`src/rtl/bps_pkg.sv`:
```
package bps_pkg;

   localparam logic [1:0] OP_TICK   = 2'd0;
   localparam logic [1:0] OP_PAIR   = 2'd1;
   localparam logic [1:0] OP_SYMBOL = 2'd2;

   localparam logic [1:0] PH_IDLE    = 2'd0;
   localparam logic [1:0] PH_BEEPING = 2'd1;
   localparam logic [1:0] PH_WAITING = 2'd2;

   localparam logic [7:0] SYM_DOT   = 8'h2E;
   localparam logic [7:0] SYM_DASH  = 8'h5F;
   localparam logic [7:0] SYM_SPACE = 8'h20;

   localparam logic [15:0] DOT_BEEP_MS   = 16'd150;
   localparam logic [15:0] DASH_BEEP_MS  = 16'd400;
   localparam logic [15:0] SPACE_BEEP_MS = 16'd0;
   localparam logic [15:0] MARK_PAUSE_MS = 16'd50;
   localparam logic [15:0] SPACE_PAUSE_MS = 16'd150;

   localparam logic CSR_ACTIVE_LOW = 1'b0;

endpackage

```
`src/rtl/beep_pattern_sequencer.sv`:
```
// Buzzer pattern sequencer.
// Input transactions are taken on start while busy is low; busy is always low,
// so one transaction can be issued every cycle. Operations: tick (advance the
// beep/pause machine using req_now_ms), enqueue a beep/pause pair, or enqueue a
// pattern symbol ('.', '_' or space; other bytes are ignored).
// Each transaction yields one result in the cycle after acceptance: rsp_valid is
// high for exactly that cycle with rsp_buzzer_level, rsp_rejected (enqueue into
// a full queue) and rsp_queued. The receiver cannot stall; results are not held.
// Throughput is one transaction per cycle; a single register stage follows the
// queue and phase update logic.
// The pair queue is a QUEUE_DEPTH-entry memory; the head pair and the one after
// it are kept in registers, the latter refilled from the memory read port on a pop.
// Reset empties the queue, returns to idle with the tone off and sets
// active_low. The APB register at address 0 holds active_low.
module beep_pattern_sequencer #(
   parameter int QUEUE_DEPTH = 16
) (
   input  logic        clock,
   input  logic        reset,
   input  logic        start,
   output logic        busy,
   input  logic [1:0]  req_operation,
   input  logic [31:0] req_now_ms,
   input  logic [15:0] req_beep_ms,
   input  logic [15:0] req_pause_ms,
   input  logic [7:0]  req_symbol,
   output logic        rsp_valid,
   output logic        rsp_buzzer_level,
   output logic        rsp_rejected,
   output logic [4:0]  rsp_queued,
   input  logic        psel,
   input  logic        penable,
   input  logic        pwrite,
   input  logic [2:0]  paddr,
   input  logic [31:0] pwdata,
   output logic [31:0] prdata,
   output logic        pready
);
   import bps_pkg::*;

   localparam int PTR_W = (QUEUE_DEPTH > 1) ? $clog2(QUEUE_DEPTH) : 1;
   localparam int CNT_W = $clog2(QUEUE_DEPTH + 1);
   localparam logic [PTR_W-1:0] LAST_SLOT = PTR_W'(QUEUE_DEPTH - 1);
   localparam logic [CNT_W-1:0] FULL_COUNT = CNT_W'(QUEUE_DEPTH);

   logic [15:0] beep_mem  [QUEUE_DEPTH];
   logic [15:0] pause_mem [QUEUE_DEPTH];

   logic [PTR_W-1:0] read_ptr_ff, read_ptr_in, write_ptr_ff, write_ptr_in;
   logic [CNT_W-1:0] count_ff, count_in;
   logic [1:0]       phase_ff, phase_in;
   logic [31:0]      phase_start_ff, phase_start_in;
   logic             tone_on_ff, tone_on_in;
   logic             active_low_ff;
   logic [15:0]      head_beep_ff, head_beep_in, head_pause_ff, head_pause_in;
   logic [15:0]      next_beep_ff, next_pause_ff;

   logic             rsp_valid_ff, rsp_level_ff, rsp_rejected_ff;
   logic [4:0]       rsp_queued_ff;

   logic             accept, push_req, push_ok, pop, full;
   logic [15:0]      push_beep, push_pause;
   logic [31:0]      elapsed;
   logic [PTR_W-1:0] read_ptr_inc, prefetch_addr;

   function automatic logic [PTR_W-1:0] next_slot(input logic [PTR_W-1:0] p);
      next_slot = (p == LAST_SLOT) ? '0 : p + PTR_W'(1);
   endfunction

   assign busy   = 1'b0;
   assign pready = 1'b1;
   assign prdata = (paddr[2] == CSR_ACTIVE_LOW) ? {31'd0, active_low_ff} : 32'd0;

   assign accept        = start && !busy;
   assign full          = (count_ff == FULL_COUNT);
   assign elapsed       = req_now_ms - phase_start_ff;
   assign read_ptr_inc  = next_slot(read_ptr_ff);
   assign prefetch_addr = next_slot(read_ptr_inc);

   always_comb begin
      push_req   = 1'b0;
      push_beep  = req_beep_ms;
      push_pause = req_pause_ms;
      unique case (req_operation)
         OP_PAIR: begin
            push_req = 1'b1;
         end
         OP_SYMBOL: begin
            unique case (req_symbol)
               SYM_DOT: begin
                  push_req   = 1'b1;
                  push_beep  = DOT_BEEP_MS;
                  push_pause = MARK_PAUSE_MS;
               end
               SYM_DASH: begin
                  push_req   = 1'b1;
                  push_beep  = DASH_BEEP_MS;
                  push_pause = MARK_PAUSE_MS;
               end
               SYM_SPACE: begin
                  push_req   = 1'b1;
                  push_beep  = SPACE_BEEP_MS;
                  push_pause = SPACE_PAUSE_MS;
               end
               default: push_req = 1'b0;
            endcase
         end
         default: push_req = 1'b0;
      endcase
      push_req = push_req && accept;
      push_ok  = push_req && !full;
   end

   always_comb begin
      read_ptr_in    = read_ptr_ff;
      write_ptr_in   = write_ptr_ff;
      count_in       = count_ff;
      phase_in       = phase_ff;
      phase_start_in = phase_start_ff;
      tone_on_in     = tone_on_ff;
      head_beep_in   = head_beep_ff;
      head_pause_in  = head_pause_ff;
      pop            = 1'b0;
      if (push_ok) begin
         write_ptr_in = next_slot(write_ptr_ff);
         count_in     = count_ff + CNT_W'(1);
         if (count_ff == '0) begin
            head_beep_in  = push_beep;
            head_pause_in = push_pause;
         end
      end
      if (accept && req_operation == OP_TICK && count_ff != '0) begin
         unique case (phase_ff)
            PH_BEEPING: begin
               if (elapsed >= {16'd0, head_beep_ff}) begin
                  tone_on_in     = 1'b0;
                  phase_start_in = req_now_ms;
                  phase_in       = PH_WAITING;
               end
            end
            PH_WAITING: begin
               if (elapsed >= {16'd0, head_pause_ff}) begin
                  pop           = 1'b1;
                  read_ptr_in   = read_ptr_inc;
                  count_in      = count_ff - CNT_W'(1);
                  phase_in      = PH_IDLE;
                  head_beep_in  = next_beep_ff;
                  head_pause_in = next_pause_ff;
               end
            end
            default: begin
               if (head_beep_ff != 16'd0) begin
                  tone_on_in = 1'b1;
                  phase_in   = PH_BEEPING;
               end else begin
                  phase_in = PH_WAITING;
               end
               phase_start_in = req_now_ms;
            end
         endcase
      end
   end

   always_ff @(posedge clock) begin
      if (push_ok) begin
         beep_mem[write_ptr_ff]  <= push_beep;
         pause_mem[write_ptr_ff] <= push_pause;
      end
      if (pop) begin
         next_beep_ff  <= beep_mem[prefetch_addr];
         next_pause_ff <= pause_mem[prefetch_addr];
      end else if (push_ok && count_ff == CNT_W'(1)) begin
         next_beep_ff  <= push_beep;
         next_pause_ff <= push_pause;
      end
   end

   always_ff @(posedge clock) begin
      head_beep_ff    <= head_beep_in;
      head_pause_ff   <= head_pause_in;
      rsp_level_ff    <= tone_on_in ^ active_low_ff;
      rsp_rejected_ff <= push_req && full;
      rsp_queued_ff   <= 5'(count_in);
   end

   always_ff @(posedge clock) begin
      if (reset) begin
         read_ptr_ff    <= '0;
         write_ptr_ff   <= '0;
         count_ff       <= '0;
         phase_ff       <= PH_IDLE;
         phase_start_ff <= '0;
         tone_on_ff     <= 1'b0;
         active_low_ff  <= 1'b1;
         rsp_valid_ff   <= 1'b0;
      end else begin
         read_ptr_ff    <= read_ptr_in;
         write_ptr_ff   <= write_ptr_in;
         count_ff       <= count_in;
         phase_ff       <= phase_in;
         phase_start_ff <= phase_start_in;
         tone_on_ff     <= tone_on_in;
         rsp_valid_ff   <= accept;
         if (psel && penable && pwrite && pready && paddr[2] == CSR_ACTIVE_LOW) begin
            active_low_ff <= pwdata[0];
         end
      end
   end

   assign rsp_valid        = rsp_valid_ff;
   assign rsp_buzzer_level = rsp_level_ff;
   assign rsp_rejected     = rsp_rejected_ff;
   assign rsp_queued       = rsp_queued_ff;

endmodule

```
`config.mk`:
```
export PLATFORM = sky130hd
export DESIGN_NAME = beep_pattern_sequencer
export DESIGN_NICKNAME = d
export VERILOG_FILES = /design/src/rtl/bps_pkg.sv /design/src/rtl/beep_pattern_sequencer.sv
export SDC_FILE = /design/constraint.sdc
export NUM_CORES = 1
export LEC_CHECK = 0
export ABC_AREA = 1
export BUFFER_PORTS_ARGS = -buffer_cell sky130_fd_sc_hd__buf_2
export CAP_MARGIN = 20
export CORE_ASPECT_RATIO = 1.75
export CORE_MARGIN = 2
export CORE_UTILIZATION = 30
export DETAILED_ROUTE_END_ITERATION = 7
export PLACE_DENSITY = 0.53
export SLEW_MARGIN = 20
export SYNTH_ARGS = -nofsm -noshare
export SYNTH_HDL_FRONTEND = slang
export SYNTH_SLANG_ARGS = --single-unit
```
`constraint.sdc`:
```
create_clock -name clock -period 4.6 [get_ports clock]
set_input_delay 0.69 -clock clock [delete_from_list [all_inputs] [get_ports clock]]
set_output_delay 0.69 -clock clock [all_outputs]
set_load 0.03 [all_outputs]
```
After elaboration in Yosys (flattened, before gate mapping)
Memory sizes are Yosys's and may differ from the RTL's.
Cells that the tools add are included.
{"block": "totals", "reg_bits": 121, "ram_bits": 512, "output_inout_bits": 42, "elab_cells": 105, "n_memories": 2}
{"block": "op_classes", "addsub": 6, "n_lt_le_gt_ge": 2, "n_eq_ne": 14, "n_mux": 43, "bitwise": 3, "reduce_logical": 20}
{"memory": "beep_mem", "words": 16, "width": 16, "read_ports": 1, "rd_clocked_by_memory_dff": 0, "wr": 1, "line_no": "beep_pattern_sequencer.sv:46", "text": "logic [15:0] beep_mem [QUEUE_DEPTH];"}
{"memory": "pause_mem", "words": 16, "width": 16, "read_ports": 1, "rd_clocked_by_memory_dff": 0, "wr": 1, "line_no": "beep_pattern_sequencer.sv:47", "text": "logic [15:0] pause_mem [QUEUE_DEPTH];"}
{"cell": "$mux W16", "n": 16}
{"cell": "$ge A32 B16 Y1", "n": 2}
{"cell": "$pmux W32 S2", "n": 1}
{"cell": "$pmux W16 S3", "n": 1}
{"cell": "$mux W32", "n": 1}
{"cell": "$pmux W16 S2", "n": 1}
{"cell": "$sub A32 B32 Y32", "n": 1}
{"cell": "$mux W5", "n": 4}
{"cell": "$eq A8 B6 Y1 const B", "n": 2}
{"cell": "$reduce_bool A16 Y1", "n": 1}
{"cell": "$add A4 B1 Y4 const B", "n": 3}
{"cell": "$eq A4 B4 Y1 const B", "n": 3}
{"cell": "$mux W4", "n": 3}
{"cell": "$mux W1", "n": 10}
{"cell": "$logic_and A1 B1 Y1", "n": 9}
{"cell": "$reduce_and A3 Y1", "n": 3}
{"cell": "$eq A8 B7 Y1 const B", "n": 1}
{"cell": "$mux W2", "n": 3}
{"cell": "$add A5 B1 Y5 const B", "n": 1}
{"cell": "$eq A5 B1 Y1 const B", "n": 1}
{"cell": "$eq A5 B5 Y1 const B", "n": 1}
{"cell": "$logic_not A5 Y1", "n": 1}
{"cell": "$reduce_bool A5 Y1", "n": 1}
{"cell": "$sub A5 B1 Y5 const B", "n": 1}
{"cell": "other kinds (12)", "n": 17}

Longest topological paths before layout
{"block": "logic_depth", "depth_word": 10, "ltp_mapped": 26, "mapped_depth_nobuf": 25}

Least setup slack after synthesis
No wires, ideal clock.
{"block": "synth_timing", "kind": "input -> register", "from": "input req_operation[0]", "to": "memory beep_mem[7][0] (enable)", "setup_ns": 0.461, "arrival_ns": 4.084, "required_time_ns": 4.139, "path_slack_ns": 0.055, "path_stages": 10, "path_buffers": 0, "cell_sequence": "inv_1 > ha_1 > inv_1 > nor4_1 > nand4_1 > nand4_1 > nand3_1 > inv_1 > nand2_1 > nor3_1"}
{"block": "synth_via", "elab_chain_cells": 6, "elab_cells_between_ends": 7, "classes_between": "2 x eq/ne; 3 x mux; 2 x reduce/logical"}
{"element": "from (decl)", "line_no": "beep_pattern_sequencer.sv:22", "text": "input logic [1:0] req_operation,"}
{"element": "$eq A2 B2 Y1 or $eq A2 B1 Y1 (tied branches)", "line_no": "beep_pattern_sequencer.sv:84", "text": "unique case (req_operation)"}
{"element": "$pmux W1 S2 (*)", "line_no": "beep_pattern_sequencer.sv:84"}
{"element": "$logic_and A1 B1 Y1 (*)", "line_no": "beep_pattern_sequencer.sv:110", "text": "push_req = push_req && accept;"}
{"element": "$logic_and A1 B1 Y1 (*)", "line_no": "beep_pattern_sequencer.sv:111", "text": "push_ok = push_req && !full;"}
{"element": "$mux W1 (*)", "line_no": "beep_pattern_sequencer.sv:165", "text": "if (push_ok) begin"}
{"element": "$mux W1 (implied by the code) (*)", "line_no": "beep_pattern_sequencer.sv:166", "text": "beep_mem[write_ptr_ff] <= push_beep;"}
{"element": "to (decl)", "line_no": "beep_pattern_sequencer.sv:46"}
Mark *: on every way between the ends. The rest lies on a longest branch, timed or not.

Worst setup path in the final report
{"block": "layout_timing", "from": "register phase_start_ff[2]", "to": "register next_beep_ff[4], data pin"}
{"block": "layout_via", "elab_chain_cells": 6}
{"element": "from (decl)", "line_no": "beep_pattern_sequencer.sv:52", "text": "logic [31:0] phase_start_ff, phase_start_in;"}
{"element": "from (signal assigned)", "line_no": "beep_pattern_sequencer.sv:201", "text": "phase_start_ff <= phase_start_in;"}
{"element": "$sub A32 B32 Y32", "line_no": "beep_pattern_sequencer.sv:76", "text": "assign elapsed = req_now_ms - phase_start_ff;"}
{"element": "$ge A32 B16 Y1", "line_no": "beep_pattern_sequencer.sv:142", "text": "if (elapsed >= {16'd0, head_pause_ff}) begin"}
{"element": "$mux W1", "line_no": "beep_pattern_sequencer.sv:142"}
{"element": "$mux W1", "line_no": "beep_pattern_sequencer.sv:133", "text": "unique case (phase_ff)"}
{"element": "$mux W1", "line_no": "beep_pattern_sequencer.sv:132", "text": "if (accept && req_operation == OP_TICK && count_ff != '0) begin"}
{"element": "$mux W16", "line_no": "beep_pattern_sequencer.sv:169", "text": "if (pop) begin"}
{"element": "to (signal assigned)", "line_no": "beep_pattern_sequencer.sv:170", "text": "next_beep_ff <= beep_mem[prefetch_addr];"}
{"element": "to (signal assigned)", "line_no": "beep_pattern_sequencer.sv:173", "text": "next_beep_ff <= push_beep;"}
{"element": "to (decl)", "line_no": "beep_pattern_sequencer.sv:56", "text": "logic [15:0] next_beep_ff, next_pause_ff;"}
Every way passes these cells.
A chain may end at the register's enable or synchronous reset.

==> flow_metrics.tcl <==
set metrics [dict create \
    cts_tree "done" \
    path_cells "inv_1, ha_1, nand2_1, nand2_1, inv_1, nand2_2, nand2_1, nand2_2, nand2_1, nand2_1, xor2_1, ha_1, inv_1, nor3_1, a211oi_1, nand2_1, a21oi_1, buf_4, nand2_4, nand2_8, buf_4, nor2_1, a21oi_1" \
    worstRegToRegCells 23 \
    yosysMostFrequentCell "nand2_1" \
    p_per_area_nw_per_um2 374 \
    period_needed_ns 3.75 \
    route.detailed.drc 0 \
    coreArea_um2 95500 \
    cts_made_buffers 55 \
    overflow 0 \
    synthTopCellsByArea "edfxtp_1, nand2_1, dfxtp_1, inv_1, ha_1" \
    r2r_start "phase_start_ff[2]$_SDFFE_PP0P_" \
    pin_count 157 \
    die-area_um2 98800 \
    synthXorXnorAreaFrac_pct 0.668 \
    grt_max_degree 73 \
    synth.distinct_cells 50 \
    min_to "phase_start_ff[12]$_SDFFE_PP0P_" \
    startpoint_type "flop" \
    ys_ff_latch 633 \
    tns_ns 0 \
    die_h_um 414 \
    antenna_cells 0 \
    synthAdderAreaFrac_pct 3.45 \
    synth_ff_type "edfxtp_1" \
    synth_cells 2779 \
    drive_gt1_share_pct 9.72 \
    drt_wl_total_um 84000 \
    critPathTopFamily "simple AND/OR/NAND/NOR gates" \
    cts-resized-gates 0 \
    synth_commonest_cells "nand2_1, edfxtp_1, inv_1, nor2_1, a21oi_1" \
    clock-sinks 633 \
    viasPerCell 4.93 \
    status "complete, no violations" \
    clock-root-buffer "clkbuf_16" \
    async_flop_share_pct 0 \
    first_iter_violations 1368 \
    initial_core_util_pct 30.2 \
    synthesis.area_um2 28900 \
    cp.required_ns 5.05 \
    ys_seq_area_share_pct 62.8 \
    ir_worst_vdd_v 0.000307 \
    max_stage_delay_ns 0.38 \
    area_delta_synth_final_pct 13.8 \
    ant_nets 0 \
    worst-slew-pin-transition_ns 0.892 \
    arrival_ns 4.21 \
    yosysTopAreaCell "edfxtp_1" \
    grt_setup_unrepaired "false" \
    min_from "req_now_ms[12]" \
    grt_pass1_wl_um 125000 \
    chipWidth_um 238 \
    grt_pass1_vias 19900 \
    portBuffers 90 \
    ctsHoldBuffers 0 \
    synth_simple_gate_area_share_pct 15.4 \
    critPathMaxFanout 29 \
    max_freq_mhz 267 \
    setup-violations-final 0 \
    cp-end-kind "flop" \
    synth_edf_count 544 \
    crit_path_frequent_cell "nand2_1" \
    synthMuxAreaShare_pct 0 \
    relSlewSlack_pct 40.5 \
    antenna_found_initial 9 \
    maxSlewViolCount 0 \
    hpwl_um 51900 \
    globalplace.congestion 0.924 \
    clk_latency_ns 0.62 \
    synth_top_family_by_area "simple AND/OR/NAND/NOR gates" \
    num_vias 20300 \
    power.leakage_nw 12.5 \
    path_class "reg -> reg" \
    clk_pin_slew_ns 0.08 \
    r2r_slack_ns 0.85 \
    critPathSlowestCell "ha_1" \
    skew_ns 0.0257 \
    synth_top_area_share_pct 56.6 \
    hp-class "in -> reg" \
    firstDrtPassIters 7 \
    synth_compound_gate_area_share_pct 11.1 \
    final_nets 3051 \
    yosys_warnings 0 \
    htree_levels 2 \
    grt_use_total_pct 16.8 \
    detail_route.wl_per_cell_um 20.4 \
    cts.path.max_buffers 3 \
    reg2reg_to "next_beep_ff[4]$_DFFE_PP_" \
    final_core_util_pct 34.4 \
    period_share_pct 81.6 \
    path_buf_inv 5 \
    holdPathStages 3 \
    syn_area_per_cell_um2 10.4 \
    hold_viol 0 \
    row_count 150 \
    cts_setup_buffers 0 \
    cap_viol_max_count 0 \
]
## layout make-up
cell class / count / area (um2)
Clock inverter: 36 / 477
Tap cell: 1216 / 1520
Multi-Input combinational cell: 1730 / 9130
Clock buffer: 66 / 1440
Sequential cell: 633 / 18100
Inverter: 293 / 1110
Timing Repair Buffer: 144 / 1040
Fill cell: 9495 / 62700
## kinds of logic after synthesis
| family | count (synthesis) |
|---|---|
| adder cells (fa/ha/maj) | 79 |
| flip-flops | 633 |
| AND/OR/NAND/NOR | 1115 |
| other | 2 |
| XOR/XNOR | 22 |
| buffers and inverters | 447 |
| AO/OA/AOI/OAI | 481 |
## how the worst max path moves through the flow
stage	from	end	slack, ns	cells after the start
finish	phase_start_ff[2]$_SDFFE_PP0P_	next_beep_ff[4]$_DFFE_PP_	0.85	23
detailed placement	req_now_ms[6]	next_beep_ff[4]$_DFFE_PP_	0.41	21
global route	phase_start_ff[7]$_SDFFE_PP0P_	next_beep_ff[11]$_DFFE_PP_	0.45	19
global placement	req_now_ms[6]	next_beep_ff[11]$_DFFE_PP_	0.44	20
CTS	phase_start_ff[6]$_SDFFE_PP0P_	next_beep_ff[4]$_DFFE_PP_	0.85	19
floorplan	req_operation[0]	beep_mem[7][0]$_DFFE_PP_	0.05	10
## worst reg2reg max path, stage by stage (launching register included)
cell	delay, ns
dfxtp_1	0.31
inv_1	0.05
ha_1	0.38
nand2_1	0.08
nand2_1	0.09
inv_1	0.06
nand2_2	0.10
nand2_1	0.08
nand2_2	0.11
nand2_1	0.07
nand2_1	0.22
xor2_1	0.31
ha_1	0.30
inv_1	0.08
nor3_1	0.05
a211oi_1	0.17
nand2_1	0.07
a21oi_1	0.12
buf_4	0.16
nand2_4	0.08
nand2_8	0.15
buf_4	0.33
nor2_1	0.11
a21oi_1	0.14
## state kept, by name, summed over array words and instances (netlist names), 4 cells and up
register and cells:
next_pause_ff 16, next_beep_ff 16, pause_mem 256, count_ff 5, head_beep_ff 16, head_pause_ff 16
phase_start_ff 32, rsp_queued 5, beep_mem 256, write_ptr_ff 4, read_ptr_ff 4
## stage by stage
step	std cells	hold WS (ns)	cell area, um2	total power (W)	setup WS (ns)
after global routing	4118	0.321	32800	0.0127	0.455
after global placement	4016	0.455	30900	0.00743	0.435
after detailed placement	4016	0.463	30900	0.00744	0.405
after floorplan	2810	0.419	29000	0.00713	0.0545
after CTS	4118	0.293	32800	0.0124	0.847
final	4118	0.324	32800	0.0123	0.848
## metal layers
layer  vias to the layer above  GRT usage, %  wire length (um)
li1                       9715             -                 -
met1                      9857          19.3             32600
met2                       543          31.1             43800
met3                       178          2.22              4200
met4                        18          6.72              3380
met5                         -             0                89
## report_power, final
group          internal, W  switching, W  leakage, nW  total, W
logic             0.000302      0.000641         6.02  0.000943
clock network      0.00281       0.00216        0.904   0.00496
registers          0.00632     0.0000614         5.62   0.00638
total              0.00943       0.00286         12.5    0.0123
## placed cells by master (no fill, tap or decap), types with 22 or more instances in the layout
cell type / count
clkbuf_16: 55
conb_1: 33
a221oi_1: 43
dfxtp_1: 89
a21oi_1: 135
buf_2: 90
o211ai_1: 56
nor2_1: 211
o2111ai_1: 24
buf_4: 39
ha_1: 76
inv_1: 280
nand3_1: 62
nand4_1: 25
o31ai_1: 22
o21ai_0: 47
nand2_1: 755
a31oi_1: 37
edfxtp_1: 544
a22oi_1: 79
Note: power is estimated with default switching activity, not from simulation.
